File: config.mk
export PLATFORM = sky130hd
export DESIGN_NAME = wifi_station_tracker
export DESIGN_NICKNAME = d
export VERILOG_FILES = /design/src/rtl/core/wst_pkg.sv /design/src/rtl/core/wst_cell.sv /design/src/rtl/core/wifi_station_tracker.sv
export VERILOG_INCLUDE_DIRS = /design/src /design/src/rtl/core
export SDC_FILE = /design/constraint.sdc
export NUM_CORES = 2
export LEC_CHECK = 0
export BUFFER_PORTS_ARGS = -buffer_cell sky130_fd_sc_hd__buf_4
export CORE_MARGIN = 2
export CORE_UTILIZATION = 57
export CTS_CLUSTER_SIZE = 14
export DETAILED_ROUTE_END_ITERATION = 6
export PLACE_DENSITY = 0.74
export SLEW_MARGIN = 10
export SYNTH_ARGS = -nofsm -noshare
export SYNTH_HDL_FRONTEND = slang
export SYNTH_HIERARCHICAL = 1
export SYNTH_SLANG_ARGS = --single-unit
File: constraint.sdc
create_clock -name aclk -period 29.3 [get_ports aclk]
set_input_delay 1.465 -clock aclk [delete_from_list [all_inputs] [get_ports aclk]]
set_output_delay 1.465 -clock aclk [all_outputs]
set_load 0.02 [all_outputs]
File: src/rtl/core/wifi_station_tracker_macros.svh
// ----------------------------------------------------------------------------
// wifi_station_tracker_macros
// Assertion macros for the station tracker. Clocked on aclk, held off in reset.
// ----------------------------------------------------------------------------
`ifndef WIFI_STATION_TRACKER_MACROS_SVH
`define WIFI_STATION_TRACKER_MACROS_SVH

`ifndef ASSERT_OFF

`define WST_ASSERT(lbl, prop) \
    lbl: assert property (@(posedge aclk) disable iff (!aresetn) (prop)) \
        else $error("station tracker check failed");

`define WST_ASSERT_IMP(lbl, ante, cons) \
    lbl: assert property (@(posedge aclk) disable iff (!aresetn) (ante) |-> (cons)) \
        else $error("station tracker check failed");

`define WST_ASSERT_NXT(lbl, ante, cons) \
    lbl: assert property (@(posedge aclk) disable iff (!aresetn) (ante) |=> (cons)) \
        else $error("station tracker check failed");

`else

`define WST_ASSERT(lbl, prop)

`define WST_ASSERT_IMP(lbl, ante, cons)

`define WST_ASSERT_NXT(lbl, ante, cons)

`endif

`endif

File: src/rtl/core/wst_pkg.sv
// ----------------------------------------------------------------------------
// wst_pkg
// Shared constants, codes and control structs of the station tracker.
// ----------------------------------------------------------------------------
package wst_pkg;

    localparam int MAX_STATIONS_DEF = 32;

    localparam int ADDR_W     = 48;
    localparam int LEN_W      = 12;
    localparam int FC_W       = 16;
    localparam int RSSI_W     = 8;
    localparam int OUTCOME_W  = 3;
    localparam int ENTRY_W    = 5;
    localparam int COUNT_W    = 6;
    localparam int CFG_IDX_W  = 2;
    localparam int CFG_DATA_W = 48;

    localparam logic [LEN_W-1:0] MIN_FRAME_LEN = LEN_W'(24);
    localparam logic [1:0]       FTYPE_DATA    = 2'd2;
    localparam int               FC_TYPE_LO    = 2;
    localparam int               FC_TO_DS      = 8;
    localparam int               FC_FROM_DS    = 9;
    localparam int               GROUP_BIT     = 40;

    // x/10 for 0 <= x <= 1280: (x * 6554) >> 16
    localparam int               SUM_W       = 12;
    localparam int               MAG_W       = 11;
    localparam int               RECIP_W     = 13;
    localparam logic [RECIP_W-1:0] DIV10_MUL = RECIP_W'(6554);
    localparam int               DIV10_SHIFT = 16;

    typedef enum logic [CFG_IDX_W-1:0] {
        CFG_FILTER_ENABLE = 2'd0,
        CFG_FILTER_BSSID  = 2'd1
    } cfg_index_t;

    typedef enum logic [OUTCOME_W-1:0] {
        OUT_IGNORED    = 3'd0,
        OUT_FILTERED   = 3'd1,
        OUT_BAD_STA    = 3'd2,
        OUT_STA_IS_AP  = 3'd3,
        OUT_UPDATED    = 3'd4,
        OUT_INSERTED   = 3'd5,
        OUT_TABLE_FULL = 3'd6
    } outcome_t;

    // search token flags passed cell to cell
    typedef struct packed {
        logic valid;
        logic found;
    } tok_flags_t;

    // broadcast table write control
    typedef struct packed {
        logic en;
        logic mac_en;
    } wr_ctl_t;

endpackage

File: src/rtl/core/wst_cell.sv
// ----------------------------------------------------------------------------
// wst_cell
// One table entry. Compares the probe address as the search token passes
// and hands the token to the next cell through a register.
// ----------------------------------------------------------------------------
module wst_cell #(
    parameter int IDX_W = 5,
    parameter int CNT_W = 6,
    parameter int INDEX = 0
) (
    input  logic                              aclk,
    input  logic                              aresetn,
    input  logic [CNT_W-1:0]                  held,
    input  logic [wst_pkg::ADDR_W-1:0]        probe_mac,
    input  wst_pkg::tok_flags_t               tok_i,
    input  logic [IDX_W-1:0]                  tok_idx_i,
    input  logic signed [wst_pkg::RSSI_W-1:0] tok_str_i,
    output wst_pkg::tok_flags_t               tok_o,
    output logic [IDX_W-1:0]                  tok_idx_o,
    output logic signed [wst_pkg::RSSI_W-1:0] tok_str_o,
    input  wst_pkg::wr_ctl_t                  wr,
    input  logic [IDX_W-1:0]                  wr_idx,
    input  logic [wst_pkg::ADDR_W-1:0]        wr_mac,
    input  logic signed [wst_pkg::RSSI_W-1:0] wr_str
);
    import wst_pkg::*;

    logic [ADDR_W-1:0]        mac_reg;
    logic signed [RSSI_W-1:0] str_reg;
    tok_flags_t               tok_reg;
    logic [IDX_W-1:0]         tok_idx_reg;
    logic signed [RSSI_W-1:0] tok_str_reg;
    logic                     hit;

    assign hit = tok_i.valid && !tok_i.found && (CNT_W'(INDEX) < held)
                 && (mac_reg == probe_mac);

    always_ff @(posedge aclk) begin
        if (!aresetn) begin
            tok_reg <= '0;
        end else begin
            tok_reg.valid <= tok_i.valid;
            tok_reg.found <= tok_i.found | hit;
        end
    end

    always_ff @(posedge aclk) begin
        tok_idx_reg <= hit ? IDX_W'(INDEX) : tok_idx_i;
        tok_str_reg <= hit ? str_reg : tok_str_i;
    end

    always_ff @(posedge aclk) begin
        if (wr.en && (wr_idx == IDX_W'(INDEX))) begin
            if (wr.mac_en) begin
                mac_reg <= wr_mac;
            end
            str_reg <= wr_str;
        end
    end

    assign tok_o     = tok_reg;
    assign tok_idx_o = tok_idx_reg;
    assign tok_str_o = tok_str_reg;

endmodule

File: src/rtl/core/wifi_station_tracker.sv
// ----------------------------------------------------------------------------
// wifi_station_tracker
// Station discovery table for received 802.11 data frames.
//
//   channel   prefix  handshake                 payload
//   frame     s_      s_valid / s_ready         frame fields, RSSI
//   result    m_      m_valid / m_ready         outcome, entry, station, RSSI
//   config    cfg_    cfg_valid / cfg_ready     cfg_index, cfg_data
//
// A frame that stops before the table goes from ST_CLASS straight to ST_DONE.
// A table search walks the token down MAX_STATIONS cells, one per cycle; an
// insert or full table then goes to ST_DONE, an update through ST_SUM, ST_DIV.
// s_ready returns with the result, so the next frame waits for this one's result.
// The table count clears at reset; entries need no clearing pass.
// A stalled result is held in the output register while the next frame is taken.
// ----------------------------------------------------------------------------
`include "wifi_station_tracker_macros.svh"

module wifi_station_tracker #(
    parameter int MAX_STATIONS = wst_pkg::MAX_STATIONS_DEF
) (
    input  logic                                  aclk,
    input  logic                                  aresetn,

    input  logic                                  s_valid,
    output logic                                  s_ready,
    input  logic                                  s_is_data_packet,
    input  logic [wst_pkg::LEN_W-1:0]             s_frame_length,
    input  logic [wst_pkg::FC_W-1:0]              s_frame_control,
    input  logic [wst_pkg::ADDR_W-1:0]            s_address_one,
    input  logic [wst_pkg::ADDR_W-1:0]            s_address_two,
    input  logic [wst_pkg::ADDR_W-1:0]            s_address_three,
    input  logic signed [wst_pkg::RSSI_W-1:0]     s_signal_strength,

    output logic                                  m_valid,
    input  logic                                  m_ready,
    output logic [wst_pkg::OUTCOME_W-1:0]         m_outcome,
    output logic [wst_pkg::ENTRY_W-1:0]           m_entry_index,
    output logic [wst_pkg::ADDR_W-1:0]            m_station_address,
    output logic signed [wst_pkg::RSSI_W-1:0]     m_smoothed_strength,
    output logic                                  m_table_changed,
    output logic [wst_pkg::COUNT_W-1:0]           m_station_count,

    input  logic                                  cfg_valid,
    output logic                                  cfg_ready,
    input  logic [wst_pkg::CFG_IDX_W-1:0]         cfg_index,
    input  logic [wst_pkg::CFG_DATA_W-1:0]        cfg_data
);
    import wst_pkg::*;

    localparam int IDX_W = (MAX_STATIONS > 1) ? $clog2(MAX_STATIONS) : 1;
    localparam int CNT_W = $clog2(MAX_STATIONS + 1);

    typedef enum logic [5:0] {
        ST_IDLE  = 6'b000001,
        ST_CLASS = 6'b000010,
        ST_SCAN  = 6'b000100,
        ST_SUM   = 6'b001000,
        ST_DIV   = 6'b010000,
        ST_DONE  = 6'b100000
    } state_t;

    state_t state_reg, state_next;

    // configuration
    logic              filt_en_reg;
    logic [ADDR_W-1:0] filt_bssid_reg;

    // captured frame
    logic                     is_data_reg;
    logic [LEN_W-1:0]         len_reg;
    logic [FC_W-1:0]          fc_reg;
    logic [ADDR_W-1:0]        a1_reg, a2_reg, a3_reg;
    logic signed [RSSI_W-1:0] rssi_reg;

    // search and arithmetic
    logic [ADDR_W-1:0]        sta_reg;
    logic [IDX_W-1:0]         hit_idx_reg;
    logic signed [RSSI_W-1:0] old_reg;
    logic signed [SUM_W-1:0]  sum_reg;
    logic [CNT_W-1:0]         held_reg;

    // pending result
    outcome_t                 res_outcome_reg;
    logic [ENTRY_W-1:0]       res_idx_reg;
    logic [ADDR_W-1:0]        res_sta_reg;
    logic signed [RSSI_W-1:0] res_str_reg;
    logic                     res_chg_reg;

    // output register
    logic                     m_valid_reg;
    logic [OUTCOME_W-1:0]     m_outcome_reg;
    logic [ENTRY_W-1:0]       m_idx_reg;
    logic [ADDR_W-1:0]        m_sta_reg;
    logic signed [RSSI_W-1:0] m_str_reg;
    logic                     m_chg_reg;
    logic [COUNT_W-1:0]       m_count_reg;

    // classification
    logic              to_ds, from_ds;
    logic              ignore_frame;
    logic [ADDR_W-1:0] bssid, sta;
    logic              filtered, bad_sta, sta_is_ap, early;
    outcome_t          early_outcome;

    // chain
    tok_flags_t               tok     [MAX_STATIONS+1];
    logic [IDX_W-1:0]         tok_idx [MAX_STATIONS+1];
    logic signed [RSSI_W-1:0] tok_str [MAX_STATIONS+1];
    tok_flags_t               tail;
    wr_ctl_t                  wr;
    logic [IDX_W-1:0]         wr_idx;
    logic signed [RSSI_W-1:0] wr_str;

    // smoothing
    logic signed [SUM_W-1:0]  old_x, rssi_x, sum_calc;
    logic [SUM_W-1:0]         sum_abs;
    logic [MAG_W-1:0]         mag;
    logic [MAG_W+RECIP_W-1:0] prod;
    logic [RSSI_W-1:0]        quot;
    logic signed [RSSI_W-1:0] new_str;
    logic                     room;
    logic                     out_free;
    logic                     s_acc;

    assign s_ready   = (state_reg == ST_IDLE);
    assign s_acc     = s_valid && s_ready;
    assign cfg_ready = 1'b1;
    assign out_free  = !m_valid_reg || m_ready;
    assign room      = held_reg < CNT_W'(MAX_STATIONS);

    always_ff @(posedge aclk) begin
        if (!aresetn) begin
            filt_en_reg    <= 1'b0;
            filt_bssid_reg <= '0;
        end else if (cfg_valid && cfg_ready) begin
            unique case (cfg_index)
                CFG_FILTER_ENABLE: filt_en_reg    <= cfg_data[0];
                CFG_FILTER_BSSID:  filt_bssid_reg <= cfg_data[ADDR_W-1:0];
                default: ;
            endcase
        end
    end

    always_ff @(posedge aclk) begin
        if (s_acc) begin
            is_data_reg <= s_is_data_packet;
            len_reg     <= s_frame_length;
            fc_reg      <= s_frame_control;
            a1_reg      <= s_address_one;
            a2_reg      <= s_address_two;
            a3_reg      <= s_address_three;
            rssi_reg    <= s_signal_strength;
        end
    end

    always_comb begin
        to_ds        = fc_reg[FC_TO_DS];
        from_ds      = fc_reg[FC_FROM_DS];
        ignore_frame = !is_data_reg || (len_reg < MIN_FRAME_LEN)
                       || (fc_reg[FC_TYPE_LO+1:FC_TYPE_LO] != FTYPE_DATA)
                       || (to_ds && from_ds);
        if (to_ds) begin
            bssid = a1_reg;
            sta   = a2_reg;
        end else if (from_ds) begin
            bssid = a2_reg;
            sta   = a1_reg;
        end else begin
            bssid = a3_reg;
            sta   = a2_reg;
        end
        filtered  = filt_en_reg && (bssid != filt_bssid_reg);
        bad_sta   = sta[GROUP_BIT] || (sta == '0);
        sta_is_ap = (sta == bssid);
        early     = ignore_frame || filtered || bad_sta || sta_is_ap;
        if (ignore_frame) begin
            early_outcome = OUT_IGNORED;
        end else if (filtered) begin
            early_outcome = OUT_FILTERED;
        end else if (bad_sta) begin
            early_outcome = OUT_BAD_STA;
        end else begin
            early_outcome = OUT_STA_IS_AP;
        end
    end

    // (old*7 + new*3) / 10, truncated toward zero
    always_comb begin
        old_x    = SUM_W'(old_reg);
        rssi_x   = SUM_W'(rssi_reg);
        sum_calc = (old_x <<< 3) - old_x + (rssi_x <<< 1) + rssi_x;
        sum_abs  = sum_reg[SUM_W-1] ? SUM_W'(-sum_reg) : SUM_W'(sum_reg);
        mag      = sum_abs[MAG_W-1:0];
        prod     = (MAG_W+RECIP_W)'(mag) * (MAG_W+RECIP_W)'(DIV10_MUL);
        quot     = prod[DIV10_SHIFT+RSSI_W-1:DIV10_SHIFT];
        new_str  = sum_reg[SUM_W-1] ? -$signed(quot) : $signed(quot);
    end

    // search chain
    assign tok[0].valid = (state_reg == ST_CLASS) && !early;
    assign tok[0].found = 1'b0;
    assign tok_idx[0]   = '0;
    assign tok_str[0]   = '0;
    assign tail         = tok[MAX_STATIONS];

    always_comb begin
        wr     = '0;
        wr_idx = hit_idx_reg;
        wr_str = new_str;
        if (state_reg == ST_SCAN && tail.valid && !tail.found && room) begin
            wr.en     = 1'b1;
            wr.mac_en = 1'b1;
            wr_idx    = held_reg[IDX_W-1:0];
            wr_str    = rssi_reg;
        end else if (state_reg == ST_DIV) begin
            wr.en = 1'b1;
        end
    end

    // probe is taken from the captured header, stable from ST_CLASS on
    for (genvar g = 0; g < MAX_STATIONS; g++) begin : g_cell
        wst_cell #(
            .IDX_W (IDX_W),
            .CNT_W (CNT_W),
            .INDEX (g)
        ) u_cell (
            .aclk      (aclk),
            .aresetn   (aresetn),
            .held      (held_reg),
            .probe_mac (sta),
            .tok_i     (tok[g]),
            .tok_idx_i (tok_idx[g]),
            .tok_str_i (tok_str[g]),
            .tok_o     (tok[g+1]),
            .tok_idx_o (tok_idx[g+1]),
            .tok_str_o (tok_str[g+1]),
            .wr        (wr),
            .wr_idx    (wr_idx),
            .wr_mac    (sta_reg),
            .wr_str    (wr_str)
        );
    end

    always_comb begin
        state_next = state_reg;
        unique case (state_reg)
            ST_IDLE:  if (s_acc) state_next = ST_CLASS;
            ST_CLASS: state_next = early ? ST_DONE : ST_SCAN;
            ST_SCAN: begin
                if (tail.valid) begin
                    state_next = tail.found ? ST_SUM : ST_DONE;
                end
            end
            ST_SUM:   state_next = ST_DIV;
            ST_DIV:   state_next = ST_DONE;
            ST_DONE:  if (out_free) state_next = ST_IDLE;
            default:  state_next = ST_IDLE;
        endcase
    end

    always_ff @(posedge aclk) begin
        if (!aresetn) begin
            state_reg <= ST_IDLE;
            held_reg  <= '0;
        end else begin
            state_reg <= state_next;
            if (wr.en && wr.mac_en) begin
                held_reg <= held_reg + CNT_W'(1);
            end
        end
    end

    always_ff @(posedge aclk) begin
        unique case (state_reg)
            ST_CLASS: begin
                sta_reg         <= sta;
                res_outcome_reg <= early_outcome;
                res_idx_reg     <= '0;
                res_sta_reg     <= ignore_frame ? '0 : sta;
                res_str_reg     <= '0;
                res_chg_reg     <= 1'b0;
            end
            ST_SCAN: begin
                if (tail.valid) begin
                    hit_idx_reg <= tok_idx[MAX_STATIONS];
                    old_reg     <= tok_str[MAX_STATIONS];
                    if (!tail.found) begin
                        if (room) begin
                            res_outcome_reg <= OUT_INSERTED;
                            res_idx_reg     <= ENTRY_W'(held_reg);
                            res_str_reg     <= rssi_reg;
                            res_chg_reg     <= 1'b1;
                        end else begin
                            res_outcome_reg <= OUT_TABLE_FULL;
                        end
                    end
                end
            end
            ST_SUM: sum_reg <= sum_calc;
            ST_DIV: begin
                res_outcome_reg <= OUT_UPDATED;
                res_idx_reg     <= ENTRY_W'(hit_idx_reg);
                res_str_reg     <= new_str;
                res_chg_reg     <= (new_str != old_reg);
            end
            default: ;
        endcase
    end

    always_ff @(posedge aclk) begin
        if (!aresetn) begin
            m_valid_reg <= 1'b0;
        end else if (state_reg == ST_DONE && out_free) begin
            m_valid_reg <= 1'b1;
        end else if (m_ready) begin
            m_valid_reg <= 1'b0;
        end
    end

    always_ff @(posedge aclk) begin
        if (state_reg == ST_DONE && out_free) begin
            m_outcome_reg <= res_outcome_reg;
            m_idx_reg     <= res_idx_reg;
            m_sta_reg     <= res_sta_reg;
            m_str_reg     <= res_str_reg;
            m_chg_reg     <= res_chg_reg;
            m_count_reg   <= COUNT_W'(held_reg);
        end
    end

    assign m_valid             = m_valid_reg;
    assign m_outcome           = m_outcome_reg;
    assign m_entry_index       = m_idx_reg;
    assign m_station_address   = m_sta_reg;
    assign m_smoothed_strength = m_str_reg;
    assign m_table_changed     = m_chg_reg;
    assign m_station_count     = m_count_reg;

    `WST_ASSERT(a_held_bound, held_reg <= CNT_W'(MAX_STATIONS))
    `WST_ASSERT_IMP(a_tail_in_scan, tail.valid, state_reg == ST_SCAN)
    `WST_ASSERT_IMP(a_wr_state, wr.en, state_reg == ST_SCAN || state_reg == ST_DIV)
    `WST_ASSERT_NXT(a_insert_count, wr.en && wr.mac_en, held_reg == $past(held_reg) + CNT_W'(1))

endmodule
==> results by group <==
Logic synthesis
  • Post-synth EDFFs: 2167
  • Top cell type by total area after synthesis: edfxtp_1
  • Post-synth top area share: 59.4%
  • Top cells by area, synth: edfxtp_1 (59%), dfxtp_1 (9.9%), xor2_1 (7.1%)
  • Cell with the most instances after synthesis: edfxtp_1
  • Ys flop type: edfxtp_1
  • Synth Register Bits: 2709
  • Syn Area/Cell: 15.8 sq um
  • Synth unique cells: 119
  • Most frequent cells after synthesis: edfxtp_1 (2167), xor2_1 (893), xnor2_1 (604)
  • Mapped Cells: 6925
  • YS warnings: 6
  • Post-synthesis async set-or-reset flop share: 0%
  • Netlist Area Pre-Place: 110000 sq um
  • Sequential fraction of the synthesis area: 69.3%

Critical path
  • CP max-delay cell: a21oi_4
  • CP Cell Sequence: or2_0 > o41ai_1 > xnor2_1 > ha_1 > inv_1 > fa_1 > fa_1 > fa_1 > fa_1 > inv_1 > ha_1 > nand3_1 > nor4_2 > o211a_4 > nor2_8 > xnor2_1 > nand4b_2 > o21ai_0 > xor2_1 > a21oi_4
  • Crit-path max FO: 32
  • Critical Path RT: 29.85 ns
  • Slowest cell delay on critical path: 0.83 ns
  • Critical path class: reg -> reg
  • Most used cell, CP: fa_1
  • CP Capture Type: flip-flop
  • CP Launch Type: flip-flop
  • CP arrival: 8.38 ns

Layout
  • FF/Latch Area: 75900 sq um
  • Max FFs per register: 1536
  • Layout Area Growth over Synthesis: 13.8%
  • Multi-input logic area: 32200 sq um
  • Layout cells sized above 1: 17.3%
  • Nets: 7959
  • Fill cells: 13100

Global route
  • Total GRT Usage: 33.5%
  • Remaining Overflow, GRT: 0
  • First-pass GRT wire length: 462 mm
  • Number of global-route vias before repair: 62400
  • Antenna violations before repair: 36
  • Largest net degree at the start of global routing: 77

Timing
  • Clk_skew: 0.0625 ns
  • Final hold viol count: 0
  • Measured slew at the worst slew-check pin: 1.47 ns
  • Final setup fails: 0
  • RSZ-0062 raised after global routing: no
  • Setup_tns: 0 ns
  • Headroom to the max-slew limit: 1.69%
  • Fin crit period: 7.83 ns
  • Fin crit share: 26.7%
  • Max-slew violations: 0
  • Fmax: 0.128 GHz

Clock tree
  • CTS tree: done
  • Post_cts resized: 0
  • Post-CTS setup buffer count: 0
  • Max Root-Sink Buffers: 4
  • Clk sinks: 2709
  • Cts hold-fix bufs: 0
  • H-tree depth: 5
  • Root Driver: clkbuf_16
  • Clk Latency, worst-skew pair: 0.94 ns
  • CTS Buf Count: 286
  • Reg clk slew, reported paths: 0.06 ns

Routing
  • # DRC: 3
  • Initial DRT Pass Iterations: 7
  • Post-DRT Antenna Nets: 0
  • Initial drt markers: 11000
  • Via density: 6.35
  • DR WL/cell: 32.2 um
  • Detailed Route WL: 333 mm
  • Total number of vias: 65600

Status
  • Outcome: finished, violations left
  • Violated checks: DRC

Power
  • Power density over cell area: 67.0 nW/um^2
  • Total power: 8.35 mW
  • Worst VDD drop: 0.0652 mV
  • Lkg Pwr: 44.1 nW

Floorplanning
  • I/O Pins: 310
  • Die Y: 442 um
  • Initial core utilization: 57.5%
  • Core area: 191000 sq um
  • Die Span X: 442 um
  • Die area: 196000 sq um
  • FP Rows: 160

Placement
  • GPL Wtd Cong: 0.917
  • HPWL Detailed: 190 mm
  • Port Buffer Count: 293

Flow run
  • Maximum Capacitance Violations: 0

Worst hold path
  • Hold WC Path Type: reg -> reg
-- worst max-delay path: cells and delay by family, from the launching register on --
| kind | cells | cell delay [ns] |
|---|---|---|
| adder cells (fa/ha/maj) | 6 | 2.84 |
| AO/OA/AOI/OAI | 4 | 1.78 |
| AND/OR/NAND/NOR | 5 | 1.18 |
| XOR/XNOR | 3 | 0.96 |
| flip-flops | 1 | 0.55 |
| buffers and inverters | 2 | 0.12 |
-- metrics by stage --
step                      area [sq um]  hold slack [ns]  worst slack (ns)  utilization [%]  instances
after floorplan                 110000            0.385             18.68                -       6939
after global placement          116000            0.390             21.59             60.8       9815
after detailed placement        116000            0.389             21.50             60.8       9816
after CTS                       125000            0.370             21.46             65.4      10300
after global routing            125000            0.402             20.97             65.4      10300
final                           125000            0.366             21.47             65.4      10300
-- cell usage in the layout (no fill, tap or decap), types with 133 or more instances in the layout --
| cell type | n |
|---|---|
| mux2_2 | 133 |
| buf_4 | 463 |
| nand4_1 | 203 |
| dfxtp_1 | 537 |
| inv_1 | 302 |
| edfxtp_1 | 2167 |
| nand2_1 | 212 |
| clkbuf_16 | 292 |
| xor2_1 | 893 |
| nor4_1 | 253 |
| xnor2_1 | 604 |
| mux2_4 | 158 |
-- area by class of cell --
cell class	count	area share, %
Antenna cell	17	0.0341
Clock buffer	391	6.28
Clock inverter	108	0.673
Timing Repair Buffer	464	2.81
Multi-Input combinational cell	3822	25.8
Inverter	310	0.934
Sequential cell	2709	60.9
Tap cell	2511	2.52
-- per-layer routing --
layer,wire length [um],GRT usage [%]
met1,116000,44.5
met2,149000,51.7
met5,30,0
met3,48000,8.34
met4,19300,16.4
-- cells by family (layout without fill, tap and decap cells) --
group           Yosys count  in the layout  synth area share, %
simple gates           1310           1310                 7.56
xor+xnor               1503           1503                 12.1
flops                  2709           2709                 69.3
buf+inv                 408           1273                 1.68
fa+ha+maj               130            130                 1.79
mux                     388            388                 4.29
compound gates          475            475                 3.27
other cells               2             33              0.00686
-- power breakdown --
part / total [mW] / leakage (nW) / switching [mW] / internal, mW
Sequential: 4.22 / 24.1 / 0.0375 / 4.18
Clock: 3.41 / 4.26 / 1.45 / 1.97
Combinational: 0.717 / 15.7 / 0.485 / 0.232
-- worst paths after layout --
path	cells past startpoint	startpoint	slack, ns	endpoint
setup reg to reg	20	sum_reg[0]	21.47	g_cell[1].u_cell/str_reg[5]
hold / removal	1	g_cell[2].u_cell/tok_idx_o[1]	0.37	g_cell[3].u_cell/tok_idx_o[1]
setup / recovery	20	sum_reg[0]	21.47	g_cell[1].u_cell/str_reg[5]
hold reg to reg	1	g_cell[2].u_cell/tok_idx_o[1]	0.37	g_cell[3].u_cell/tok_idx_o[1]
Note: power is estimated with default switching activity, not from simulation.
